--- config.mk ---
export PLATFORM = sky130hd
export DESIGN_NAME = priority_thread_scheduler
export DESIGN_NICKNAME = d
export VERILOG_FILES = /design/src/design/pts_pkg.sv /design/src/design/pts_cell.sv /design/src/design/pts_event.sv /design/src/design/priority_thread_scheduler.sv
export SDC_FILE = /design/constraint.sdc
export NUM_CORES = 2
export LEC_CHECK = 0
export ABC_AREA = 1
export BUFFER_PORTS_ARGS = -buffer_cell sky130_fd_sc_hd__buf_2
export CAP_MARGIN = 10
export CORE_MARGIN = 5
export CORE_UTILIZATION = 40
export DETAILED_ROUTE_END_ITERATION = 10
export PLACE_DENSITY = 0.58
export SLEW_MARGIN = 10
export SYNTH_ARGS = -nofsm -noshare
export SYNTH_HDL_FRONTEND = slang
export SYNTH_SLANG_ARGS = --single-unit
--- constraint.sdc ---
create_clock -name clk_i -period 18.6 [get_ports clk_i]
set_input_delay 0 -clock clk_i [delete_from_list [all_inputs] [get_ports clk_i]]
set_output_delay 0 -clock clk_i [all_outputs]
set_load 0.02 [all_outputs]
--- src/design/pts_pkg.sv ---
// package for the priority thread scheduler
// shared constants, mode and status codes; no dependencies
package pts_pkg;
  localparam int unsigned ThreadSlots = 16;
  localparam int unsigned EventSlots  = 8;
  localparam int unsigned NoPriority  = 256;

  localparam logic [2:0] ModeTick      = 3'd0;
  localparam logic [2:0] ModeSchedule  = 3'd1;
  localparam logic [2:0] ModeAdd       = 3'd2;
  localparam logic [2:0] ModeKillId    = 3'd3;
  localparam logic [2:0] ModeKillSelf  = 3'd4;
  localparam logic [2:0] ModeSleep     = 3'd5;
  localparam logic [2:0] ModeBlock     = 3'd6;
  localparam logic [2:0] ModeAddEvent  = 3'd7;

  localparam logic [1:0] StatusOk      = 2'd0;
  localparam logic [1:0] StatusFull    = 2'd1;
  localparam logic [1:0] StatusLast    = 2'd2;
  localparam logic [1:0] StatusNoThread = 2'd3;

  // best-so-far token handed along the cell chain
  typedef struct packed {
    logic       found;
    logic [7:0] prio;
    logic [5:0] slot;
  } best_t;
endpackage

--- src/design/pts_cell.sv ---
// one thread slot cell: flags, priority, wake time, and a compare stage
// that updates the best-so-far token; uses pts_pkg
module pts_cell #(
  parameter int unsigned IdxW = 4
) (
  input  logic            clk_i,
  input  logic            rst_ni,
  input  logic            clr_i,
  input  logic            add_i,
  input  logic [7:0]      prio_i,
  input  logic            sleep_i,
  input  logic [31:0]     wake_i,
  input  logic            wake_chk_i,
  input  logic [31:0]     time_i,
  input  logic            blk_we_i,
  input  logic            blk_i,
  input  logic [IdxW-1:0] self_i,
  input  pts_pkg::best_t  best_i,
  output pts_pkg::best_t  best_o,
  output logic            alive_o
);
  logic alive_q, asleep_q, blocked_q;
  logic [7:0] prio_q;
  logic [31:0] wake_q;

  always_ff @(posedge clk_i or negedge rst_ni) begin
    if (!rst_ni) begin
      alive_q <= 1'b0;
      asleep_q <= 1'b0;
      blocked_q <= 1'b0;
    end else begin
      if (clr_i) begin
        alive_q <= 1'b0;
        asleep_q <= 1'b0;
        blocked_q <= 1'b0;
      end else if (add_i) begin
        alive_q <= 1'b1;
        asleep_q <= 1'b0;
        blocked_q <= 1'b0;
      end else if (sleep_i) begin
        asleep_q <= 1'b1;
      end else if (wake_chk_i && alive_q && asleep_q && wake_q <= time_i) begin
        asleep_q <= 1'b0;
      end else if (blk_we_i) begin
        blocked_q <= blk_i;
      end
    end
  end

  always_ff @(posedge clk_i) begin
    if (add_i) prio_q <= prio_i;
    if (sleep_i) wake_q <= wake_i;
  end

  always_comb begin
    best_o = best_i;
    if (alive_q && !asleep_q && !blocked_q && (!best_i.found || prio_q < best_i.prio)) begin
      best_o.found = 1'b1;
      best_o.prio = prio_q;
      best_o.slot = 6'(self_i);
    end
  end

  assign alive_o = alive_q;
endmodule

--- src/design/pts_event.sv ---
// periodic event table with a sequential scan on tick
// uses pts_pkg
module pts_event #(
  parameter int unsigned EventSlots = pts_pkg::EventSlots
) (
  input  logic        clk_i,
  input  logic        rst_ni,
  input  logic        add_i,
  input  logic [31:0] per_i,
  input  logic [31:0] start_i,
  input  logic        scan_i,
  input  logic [31:0] time_i,
  output logic        done_o,
  output logic        fired_o,
  output logic [2:0]  fidx_o,
  output logic        full_o,
  output logic [3:0]  slot_o
);
  localparam int unsigned EW = (EventSlots > 1) ? $clog2(EventSlots) : 1;
  localparam int unsigned CW = $clog2(EventSlots + 1);

  logic [31:0] per_q [EventSlots];
  logic [31:0] st_q [EventSlots];
  logic [31:0] el_q [EventSlots];
  logic [CW-1:0] cnt_q;
  logic [CW-1:0] idx_q;
  logic busy_q;
  logic hit;

  assign full_o = cnt_q >= CW'(EventSlots);
  assign slot_o = 4'(cnt_q);
  assign hit = st_q[idx_q[EW-1:0]] == time_i || el_q[idx_q[EW-1:0]] >= per_q[idx_q[EW-1:0]];

  always_ff @(posedge clk_i or negedge rst_ni) begin
    if (!rst_ni) begin
      cnt_q <= '0;
      idx_q <= '0;
      busy_q <= 1'b0;
      done_o <= 1'b0;
      fired_o <= 1'b0;
      fidx_o <= '0;
    end else begin
      done_o <= 1'b0;
      if (add_i && !full_o) cnt_q <= cnt_q + 1'b1;
      if (scan_i) begin
        busy_q <= 1'b1;
        idx_q <= '0;
        fired_o <= 1'b0;
        fidx_o <= '0;
      end else if (busy_q) begin
        if (idx_q >= cnt_q) begin
          busy_q <= 1'b0;
          done_o <= 1'b1;
        end else if (hit) begin
          busy_q <= 1'b0;
          done_o <= 1'b1;
          fired_o <= 1'b1;
          fidx_o <= 3'(idx_q);
        end else begin
          idx_q <= idx_q + 1'b1;
        end
      end
    end
  end

  always_ff @(posedge clk_i) begin
    if (add_i && !full_o) begin
      per_q[cnt_q[EW-1:0]] <= per_i;
      st_q[cnt_q[EW-1:0]] <= start_i;
      el_q[cnt_q[EW-1:0]] <= '0;
    end else if (busy_q && idx_q < cnt_q) begin
      if (hit) el_q[idx_q[EW-1:0]] <= '0;
      else el_q[idx_q[EW-1:0]] <= el_q[idx_q[EW-1:0]] + 32'd1;
    end
  end
endmodule

--- src/design/priority_thread_scheduler.sv ---
// top level of the priority thread scheduler
// uses pts_pkg, pts_cell, pts_event
// A request is taken when start_i is high and busy_o low; one result follows,
// shown for one cycle with done_o high; the receiver cannot stall it. A
// schedule request walks the best-so-far token through the chain of slot
// cells, one cell per cycle. A tick steps past each periodic event that does
// not fire, until one fires or the table ends.
module priority_thread_scheduler #(
  parameter int unsigned THREAD_SLOTS = pts_pkg::ThreadSlots,
  parameter int unsigned EVENT_SLOTS  = pts_pkg::EventSlots
) (
  input  logic        clk_i,
  input  logic        rst_ni,
  input  logic        start_i,
  output logic        busy_o,
  input  logic [2:0]  mode_i,
  input  logic [3:0]  thread_id_i,
  input  logic [7:0]  priority_req_i,
  input  logic [31:0] duration_i,
  input  logic        block_flag_i,
  input  logic [31:0] event_period_i,
  input  logic [31:0] event_start_i,
  output logic        done_o,
  output logic [1:0]  status_o,
  output logic [3:0]  running_thread_o,
  output logic [3:0]  new_slot_o,
  output logic        event_fired_o,
  output logic [2:0]  fired_index_o,
  output logic [31:0] time_now_o
);
  localparam int unsigned IW = $clog2(THREAD_SLOTS);
  localparam int unsigned CW = $clog2(THREAD_SLOTS + 1);
  localparam logic [2:0] StIdle = 3'd0, StExec = 3'd1, StScan = 3'd2,
                         StTick = 3'd3, StOut = 3'd4;

  logic [2:0] st_q;
  logic [2:0] mode_q;
  logic [3:0] tid_q;
  logic [7:0] prio_q;
  logic [31:0] dur_q;
  logic flag_q;
  logic [31:0] per_q, evs_q;
  logic [IW-1:0] cur_q;
  logic [CW-1:0] live_q;
  logic [31:0] time_q;
  logic [1:0] stat_q;
  logic [3:0] nslot_q;
  logic [IW-1:0] pos_q;
  logic [CW-1:0] steps_q;
  pts_pkg::best_t tok_q;

  logic [THREAD_SLOTS-1:0] alive;
  pts_pkg::best_t best_out [THREAD_SLOTS];
  logic [THREAD_SLOTS-1:0] clr, add;
  logic exec;
  logic [IW-1:0] free_idx;
  logic free_any;
  logic tid_ok, cur_alive;
  logic ev_done, ev_fired, ev_full;
  logic [2:0] ev_fidx;
  logic [3:0] ev_slot;
  logic [1:0] stat_d;

  assign exec = st_q == StExec;
  assign tid_ok = (32'(tid_q) < THREAD_SLOTS) && alive[tid_q[IW-1:0]];
  assign cur_alive = alive[cur_q];

  always_comb begin
    free_any = 1'b0;
    free_idx = '0;
    for (int i = THREAD_SLOTS - 1; i >= 0; i--) begin
      if (!alive[i]) begin
        free_any = 1'b1;
        free_idx = IW'(i);
      end
    end
  end

  always_comb begin
    stat_d = pts_pkg::StatusOk;
    clr = '0;
    add = '0;
    unique case (mode_q)
      pts_pkg::ModeAdd: begin
        if (live_q >= CW'(THREAD_SLOTS) || !free_any) stat_d = pts_pkg::StatusFull;
        else add[free_idx] = 1'b1;
      end
      pts_pkg::ModeKillId: begin
        if (live_q == '0) stat_d = pts_pkg::StatusNoThread;
        else if (live_q == CW'(1)) stat_d = pts_pkg::StatusLast;
        else if (!tid_ok) stat_d = pts_pkg::StatusNoThread;
        else clr[tid_q[IW-1:0]] = 1'b1;
      end
      pts_pkg::ModeKillSelf: begin
        if (!cur_alive) stat_d = pts_pkg::StatusNoThread;
        else if (live_q <= CW'(1)) stat_d = pts_pkg::StatusLast;
        else clr[cur_q] = 1'b1;
      end
      pts_pkg::ModeSleep: if (!cur_alive) stat_d = pts_pkg::StatusNoThread;
      pts_pkg::ModeBlock: if (!tid_ok) stat_d = pts_pkg::StatusNoThread;
      pts_pkg::ModeAddEvent: if (ev_full) stat_d = pts_pkg::StatusFull;
      default: ;
    endcase
    if (!exec) begin
      clr = '0;
      add = '0;
    end
  end

  for (genvar g = 0; g < THREAD_SLOTS; g++) begin : g_cell
    pts_cell #(.IdxW(IW)) u_cell (
      .clk_i, .rst_ni,
      .clr_i(clr[g]),
      .add_i(add[g]),
      .prio_i(prio_q),
      .sleep_i(exec && mode_q == pts_pkg::ModeSleep && cur_alive && cur_q == IW'(g)),
      .wake_i(time_q + dur_q),
      .wake_chk_i(st_q == StTick && steps_q == '0),
      .time_i(time_q),
      .blk_we_i(exec && mode_q == pts_pkg::ModeBlock && tid_ok && tid_q[IW-1:0] == IW'(g)),
      .blk_i(flag_q),
      .self_i(IW'(g)),
      .best_i(tok_q),
      .best_o(best_out[g]),
      .alive_o(alive[g])
    );
  end

  pts_event #(.EventSlots(EVENT_SLOTS)) u_event (
    .clk_i, .rst_ni,
    .add_i(exec && mode_q == pts_pkg::ModeAddEvent),
    .per_i(per_q),
    .start_i(evs_q),
    .scan_i(exec && mode_q == pts_pkg::ModeTick),
    .time_i(time_q),
    .done_o(ev_done),
    .fired_o(ev_fired),
    .fidx_o(ev_fidx),
    .full_o(ev_full),
    .slot_o(ev_slot)
  );

  always_ff @(posedge clk_i) begin
    if (start_i && !busy_o) begin
      mode_q <= mode_i;
      tid_q <= thread_id_i;
      prio_q <= priority_req_i;
      dur_q <= duration_i;
      flag_q <= block_flag_i;
      per_q <= event_period_i;
      evs_q <= event_start_i;
    end
  end

  always_ff @(posedge clk_i or negedge rst_ni) begin
    if (!rst_ni) begin
      st_q <= StIdle;
      cur_q <= '0;
      live_q <= '0;
      time_q <= '0;
      stat_q <= pts_pkg::StatusOk;
      nslot_q <= '0;
      pos_q <= '0;
      steps_q <= '0;
      tok_q <= '0;
    end else begin
      unique case (st_q)
        StIdle: if (start_i) st_q <= StExec;
        StExec: begin
          stat_q <= stat_d;
          nslot_q <= '0;
          if (mode_q == pts_pkg::ModeAdd && stat_d == pts_pkg::StatusOk) begin
            live_q <= live_q + 1'b1;
            nslot_q <= 4'(free_idx);
          end
          if ((mode_q == pts_pkg::ModeKillId || mode_q == pts_pkg::ModeKillSelf)
              && stat_d == pts_pkg::StatusOk) live_q <= live_q - 1'b1;
          if (mode_q == pts_pkg::ModeAddEvent && stat_d == pts_pkg::StatusOk)
            nslot_q <= ev_slot;
          unique case (mode_q)
            pts_pkg::ModeTick: begin
              time_q <= time_q + 32'd1;
              steps_q <= '0;
              st_q <= StTick;
            end
            pts_pkg::ModeSchedule: begin
              tok_q <= '0;
              pos_q <= (cur_q == IW'(THREAD_SLOTS - 1)) ? '0 : cur_q + 1'b1;
              steps_q <= CW'(1);
              st_q <= StScan;
            end
            default: st_q <= StOut;
          endcase
        end
        StScan: begin
          if (steps_q == CW'(THREAD_SLOTS)) begin
            if (tok_q.found) cur_q <= tok_q.slot[IW-1:0];
            st_q <= StOut;
          end else begin
            tok_q <= best_out[pos_q];
            pos_q <= (pos_q == IW'(THREAD_SLOTS - 1)) ? '0 : pos_q + 1'b1;
            steps_q <= steps_q + 1'b1;
          end
        end
        StTick: begin
          steps_q <= CW'(1);
          if (ev_done) st_q <= StOut;
        end
        default: st_q <= StIdle;
      endcase
    end
  end

  assign busy_o = st_q != StIdle;
  assign done_o = st_q == StOut;
  assign status_o = stat_q;
  assign running_thread_o = 4'(cur_q);
  assign new_slot_o = nslot_q;
  assign event_fired_o = (mode_q == pts_pkg::ModeTick) ? ev_fired : 1'b0;
  assign fired_index_o = (mode_q == pts_pkg::ModeTick) ? ev_fidx : 3'd0;
  assign time_now_o = time_q;
endmodule
# After elaboration in Yosys (flattened, before gate mapping)
# Memory sizes are Yosys's and may differ from the RTL's.
# Index checks and enable logic that the tools add are counted.
# op_classes
bitwise_logic	2
n_mux	310
n_reduce_logical	285
n_eq_ne	85
addsub	10
order_cmp	45
# ops
operator	n
32-bit <= comparator	16
15-bit 2-to-1 mux	20
1-bit 2-to-1 mux	221
1-bit logical AND	144
16-bit 2-to-1 mux	9
8-bit < comparator	16
4-bit 2-to-1 mux	26
3-bit inequality test, second input constant	32
4-bit == test, second input constant	17
3-bit AND reduction	22
32-bit by 1-bit adder with 32-bit output, second input constant	2
32-bit 2-to-1 mux	2
4-bit nonzero test	16
15-bit binary-select mux with 4-bit select	1
3-bit nonzero test	18
2-bit nonzero test	20
1-bit zero test	36
32-bit adder	1
32-bit == test	1
4-bit by 3-bit == test with 1-bit output, second input constant	8
32-bit greater-or-equal comparator	1
16-bit case mux with 2 select lines	1
32-bit OR reduction	1
15-bit case mux with 2 select lines	1
other kinds (39)	105
# word_totals
memories	3
wordCells	844
regBits	888
ramBits	768
output_inout_bits	48
# memory_table
memory	words	word_bits	rd	rd_clocked_by_memory_dff	wr	line	text
u_event.el_q	8	32	1	0	1	pts_event.sv:24	logic [31:0] el_q [EventSlots];
u_event.per_q	8	32	1	0	1	pts_event.sv:22	logic [31:0] per_q [EventSlots];
u_event.st_q	8	32	1	0	1	pts_event.sv:23	logic [31:0] st_q [EventSlots];

# Logic depth before layout (Yosys ltp)
# depth
depth_word	25
depth_mapped	24

# By module
# A second synthesis with hierarchy kept.
# hier_totals
hier_cells	8811
hier_area_um2	86581.8
# modules_own_cells
mod	seq_area_each_um2	n_inst	cells_each	area_each_um2
pts_cell	1276.2	16	269	2549.9
pts_event	23412.5	1	2964	33671.0
priority_thread_scheduler	5215.0	1	1543	12111.6

# Worst setup path after synthesis
# No wires, ideal clock.
# synth_path
path_kind	reg-to-reg
from	register st_q[2]
to	memory u_event.per_q[2][0], enable pin
setup_ns	0.565
setup_slack_ns	12.361
arrival_ns	5.675
required_time_ns	18.035
stages_incl_launch_ff	9
n_path_buf	1
path_cell_list	dfrtp_1 > nor2_1 > nand2_1 > buf_2 > clkinv_1 > nand3_1 > inv_1 > nand2_1 > nor3_1
# synth_between
elab_chain_cells	5
# synth_rtl
item	line	text
start: declaration	priority_thread_scheduler.sv:36	logic [2:0] st_q;
start signal: assignment	priority_thread_scheduler.sv:157	st_q <= StIdle;
start signal: assignment	priority_thread_scheduler.sv:168	StIdle: if (start_i) st_q <= StExec;
start signal: assignment	priority_thread_scheduler.sv:184	st_q <= StTick;
3-bit by 1-bit == test with 1-bit output	priority_thread_scheduler.sv:64	assign exec = st_q == StExec;
1-bit logical AND	priority_thread_scheduler.sv:131	.add_i(exec && mode_q == pts_pkg::ModeAddEvent),
1-bit logical AND	pts_event.sv:67	if (add_i && !full_o) begin
1-bit 2-to-1 mux	pts_event.sv:67	
1-bit 2-to-1 mux (not written as such)	pts_event.sv:68	per_q[cnt_q[EW-1:0]] <= per_i;
end: declaration	pts_event.sv:22	
# Every way passes these cells.

# Final worst setup path
# layout_path
from	register u_event.idx_q[1]
to	memory u_event.el_q[4][4], data pin
# layout_between
elab_chain_cells	10
elab_cells_between_ends	21
cone_classes	add/sub (1); order compare (2); eq/ne (1); mux (10); bitwise (1); reduce/logical (3); memory (3)
# layout_rtl
item	line	text
start: declaration	pts_event.sv:26	logic [CW-1:0] idx_q;
start signal: assignment	pts_event.sv:60	idx_q <= idx_q + 1'b1;
memory read 8 x 32 bit (on tied branches)	-	
32-bit greater-or-equal comparator or 32-bit == test (tied branches)	pts_event.sv:32	assign hit = st_q[idx_q[EW-1:0]] == time_i || el_q[idx_q[EW-1:0]] >= per_q[idx_q[EW-1:0]];
1-bit logical OR	pts_event.sv:32	
1-bit 2-to-1 mux	pts_event.sv:72	if (hit) el_q[idx_q[EW-1:0]] <= '0;
1-bit 2-to-1 mux	pts_event.sv:71	end else if (busy_q && idx_q < cnt_q) begin
1-bit 2-to-1 mux	pts_event.sv:67	
1-bit 2-to-1 mux (on tied branches)	pts_event.sv:72, pts_event.sv:73	
1-bit bitwise OR (no source line)	-	
32-bit OR reduction (no source line)	-	
32-bit 2-to-1 mux (no source line) *	-	
end: declaration	pts_event.sv:24	
# Every way passes the cells marked *; elsewhere a longest branch is shown, timed or not.

==> metrics <==
I/O pin count 163; number of rows in the core area 164; fraction of power consumed by the clock network 45.2%; number of register bits inferred by synthesis 1654; CTS Buffer Depth 3; layout overhead on the synthesized area 15.0%; share of the clock period used by the worst path 32.9%; net count of the mapped netlist 8027; fillcell total 18200; unrepaired setup endpoints after global routing false; Skew-Pair Late Insertion Delay 0.83 ns; LEAKAGE 0.0351 µW; register area share after synthesis 60.9%; number of DRC markers in iteration 0 4126; cell type of the slowest stage on the worst timing path sky130_fd_sc_hd__buf_4; routed length per instance 21.4 µm; largest cells by area after synthesis sky130_fd_sc_hd__edfxtp_1 57%, sky130_fd_sc_hd__ha_1 11%, sky130_fd_sc_hd__nand2_1 6.4%, sky130_fd_sc_hd__dfrtp_1 4.2%, sky130_fd_sc_hd__nor2_1 3.6%; arrival time at the worst endpoint 6.64 ns; Crit. Startpoint u_event.idx_q[1]; Netlist Area Pre-Place 0.0804 mm²; r2r startpoint u_event.idx_q[1]; Die H 458 µm; status finished clean; first drt pass iteration count 6; Post-DP Area 0.0848 mm²; post-detailed-route count of antenna-violating nets 0; width of the die 458 µm; power per standard cell area 80.1 mW/mm²; type of element launching the critical path flip-flop; post-layout minimum cycle time 6.12 ns; Nets 8520; global-route wire length before repair 339 mm; Avg Inst Size Synth 11.2 µm²; HPWL Detailed 142 mm; number of distinct standard cells referenced by the synthesized netlist 58; Synth warnings 0; average vias per placed instance 5.36; cell type with the highest aggregate area in the netlist sky130_fd_sc_hd__edfxtp_1; Clock Skews 0.0407 ns; cell with the most instances after synthesis sky130_fd_sc_hd__edfxtp_1; type of destination of the critical path flip-flop; placeable core region 0.200 mm²; number of levels the H-tree was split into 4; count of maximum capacitance violations 0; Largest stage delay, worst path 0.86 ns; worst path cell trace inv_6 -> buf_4 -> o21ai_0 -> o22ai_1 -> inv_1 -> o21ai_2 -> ha_1 -> a21oi_1 -> o21ai_0 -> nand2_1 -> o211ai_1 -> nand2_1 -> nand3_1 -> nor3_1 -> nand3_2 -> buf_4 -> nor3_1; full die area 0.210 mm²; internal reg-to-reg setup slack 12.48 ns; max-slew violations 0; CTS tree built; final wirelength 224 mm; count of port buffers added during placement 162; peak supply drop 0.0000724 V; startpoint-to-endpoint class of the critical path flip-flop to flip-flop; largest net degree at the start of global routing 212; Hold Violations, Final 0; layout cells sized above 1 8.48%; FFs w/ async S/R, synth 8.10%; All-Layer GR Usage 21.0%; part of the total power dissipated in combinational logic 0.8%; routability-driven placement congestion ratio 0.889; capture instance of the worst register-to-register path u_event.el_q[4][4]; clock transition at the register clock pins on the worst setup and hold paths after CTS 0.06 ns; sequential share of power 54.0%; number of setup violations in the final report 0; most used standard cells in the synthesized netlist 1520 x sky130_fd_sc_hd__edfxtp_1, 1368 x sky130_fd_sc_hd__nand2_1, 779 x sky130_fd_sc_hd__nor2_1, 706 x sky130_fd_sc_hd__ha_1, 456 x sky130_fd_sc_hd__o21ai_0; Overflow after GRT 0; detailed-route via count 56300; count of cells along the worst register-to-register path 17; Yosys top cell area share 56.8%; end point of the critical path u_event.el_q[4][4]; Starting Density 40.2%; clock buffer count from CTS 171; CP required 19.11 ns; DRC violations left 0; vias in the first global route 55700; Max FO, Critical Path 106; ys flop type sky130_fd_sc_hd__edfxtp_1; initial antenna violation count 4; worst min-delay path class primary input to flip-flop; internal power component 5930 µW; clock root buffer sky130_fd_sc_hd__clkbuf_16; final cell area excluding filler cells 0.0925 mm²; Net Sw Frac 20.0%; EDFF count, synth 1520; FMAX 163 MHz; synthesized netlist cell count 7205; actual transition at the worst max-transition pin 1.33 ns; clock sink count 1654; aggregate negative setup slack 0 ns; Max-slew headroom 11.1%; switching component of the power 1480 µW
registers in the layout, indices dropped and copies added, names as in the netlist, 32 cells and up:
| name | flops |
|---|---|
| g_cell.u_cell.wake_q | 512 |
| u_event.el_q | 256 |
| u_event.per_q | 256 |
| u_event.st_q | 256 |
| g_cell.u_cell.prio_q | 128 |
| dur_q | 32 |
| evs_q | 32 |
| per_q | 32 |
| time_now_o | 32 |
critical path, delay by kind of cell, from the launching register on:
| family | cells | cell delay (ns) |
|---|---|---|
| compound gates | 6 | 1.03 |
| fa+ha+maj | 1 | 0.29 |
| flops | 1 | 0.74 |
| simple gates | 6 | 1.63 |
| buf+inv | 4 | 2.01 |
layer usage:
metal / part of all wire [%] / GRT usage [%]
met5: 0 / 0
met1: 43 / 27.3
met3: 5.0 / 2.61
met2: 49 / 36.1
met4: 3.6 / 7.72
worst min path at each step:
stage,from,end,cells after the start
2_1_floorplan,rst_ni,g_cell[0].u_cell.alive_o,0
3_3_place_gp,rst_ni,time_now_o[31],1
3_5_place_dp,rst_ni,time_now_o[31],1
4_1_cts,start_i,per_q[30],4
5_1_grt,start_i,per_q[1],4
6_report,start_i,per_q[30],4
cells in the final DEF, fill, tap and decap left out, types with 49 or more instances in the layout:
master | Yosys | layout
sky130_fd_sc_hd__dlygate4sd3_1 | 0 | 227
sky130_fd_sc_hd__dfrtp_1 | 134 | 130
sky130_fd_sc_hd__buf_2 | 65 | 161
sky130_fd_sc_hd__inv_1 | 448 | 447
sky130_fd_sc_hd__a21oi_1 | 416 | 416
sky130_fd_sc_hd__o21ai_1 | 52 | 52
sky130_fd_sc_hd__edfxtp_1 | 1520 | 1520
sky130_fd_sc_hd__ha_1 | 706 | 706
sky130_fd_sc_hd__clkinv_1 | 6 | 49
sky130_fd_sc_hd__nand2_1 | 1368 | 1368
sky130_fd_sc_hd__nand3_1 | 373 | 373
sky130_fd_sc_hd__nor2_1 | 779 | 764
sky130_fd_sc_hd__nand4_1 | 159 | 159
sky130_fd_sc_hd__o22ai_1 | 86 | 86
sky130_fd_sc_hd__xor2_1 | 72 | 70
sky130_fd_sc_hd__o21ai_0 | 456 | 456
sky130_fd_sc_hd__clkbuf_16 | 0 | 174
sky130_fd_sc_hd__nor3_1 | 81 | 59
sky130_fd_sc_hd__buf_4 | 18 | 135
layout make-up:
class	count	area [µm²]	area share (%)
repair buffers	526	4140	4.48
diodes	3	7.51	0.00812
well taps	2656	3320	3.59
clock buffers	207	4510	4.87
inverters	467	1770	1.91
clock inverters	109	917	0.991
multi-input cells	4878	28800	31.2
flip-flops and latches	1654	49000	53.0
power by group through the flow:
stage	combinational (µW)	clock [µW]	sequential, µW
6_report	58.7	3350	4010
5_1_grt	64.0	3570	4000
4_1_cts	58.5	3420	4000
3_5_place_dp	21.4	0	4080
3_3_place_gp	21.1	0	4080
2_1_floorplan	0.0553	0	4080
through the flow:
step           worst slack (ns)  total power, µW  util (%)  std cells  hold slack, ns
6_report                  12.48             7410      46.3      10500           0.265
5_1_grt                   11.92             7640      46.3      10500           0.275
4_1_cts                   12.40             7480      46.3      10500           0.201
3_5_place_dp              12.41             4100      42.4       9953         -0.0230
3_3_place_gp              12.50             4100      42.4       9953         -0.0271
2_1_floorplan             12.36             4080         -       7205          -0.296
cells by family (layout without fill, tap and decap cells):
group,count (synthesis),in the layout,share of synthesized area (%)
buffers and inverters,673,1309,3.54
AOI/OAI and AO/OA,1195,1195,8.28
adders and majority gates,707,707,11.0
xor gates and xnor gates,97,97,1.06
other,0,3,0
DFF,1654,1654,60.9
and+or+nand+nor,2879,2879,15.2
what timing repair did:
action                                 4_1_cts  5_1_grt
buffers inserted                             0        0
hold buffers                               228        0
endpoints found under the hold margin      219        0
resized for setup                            0        0
(Power assumes the default switching activity.)
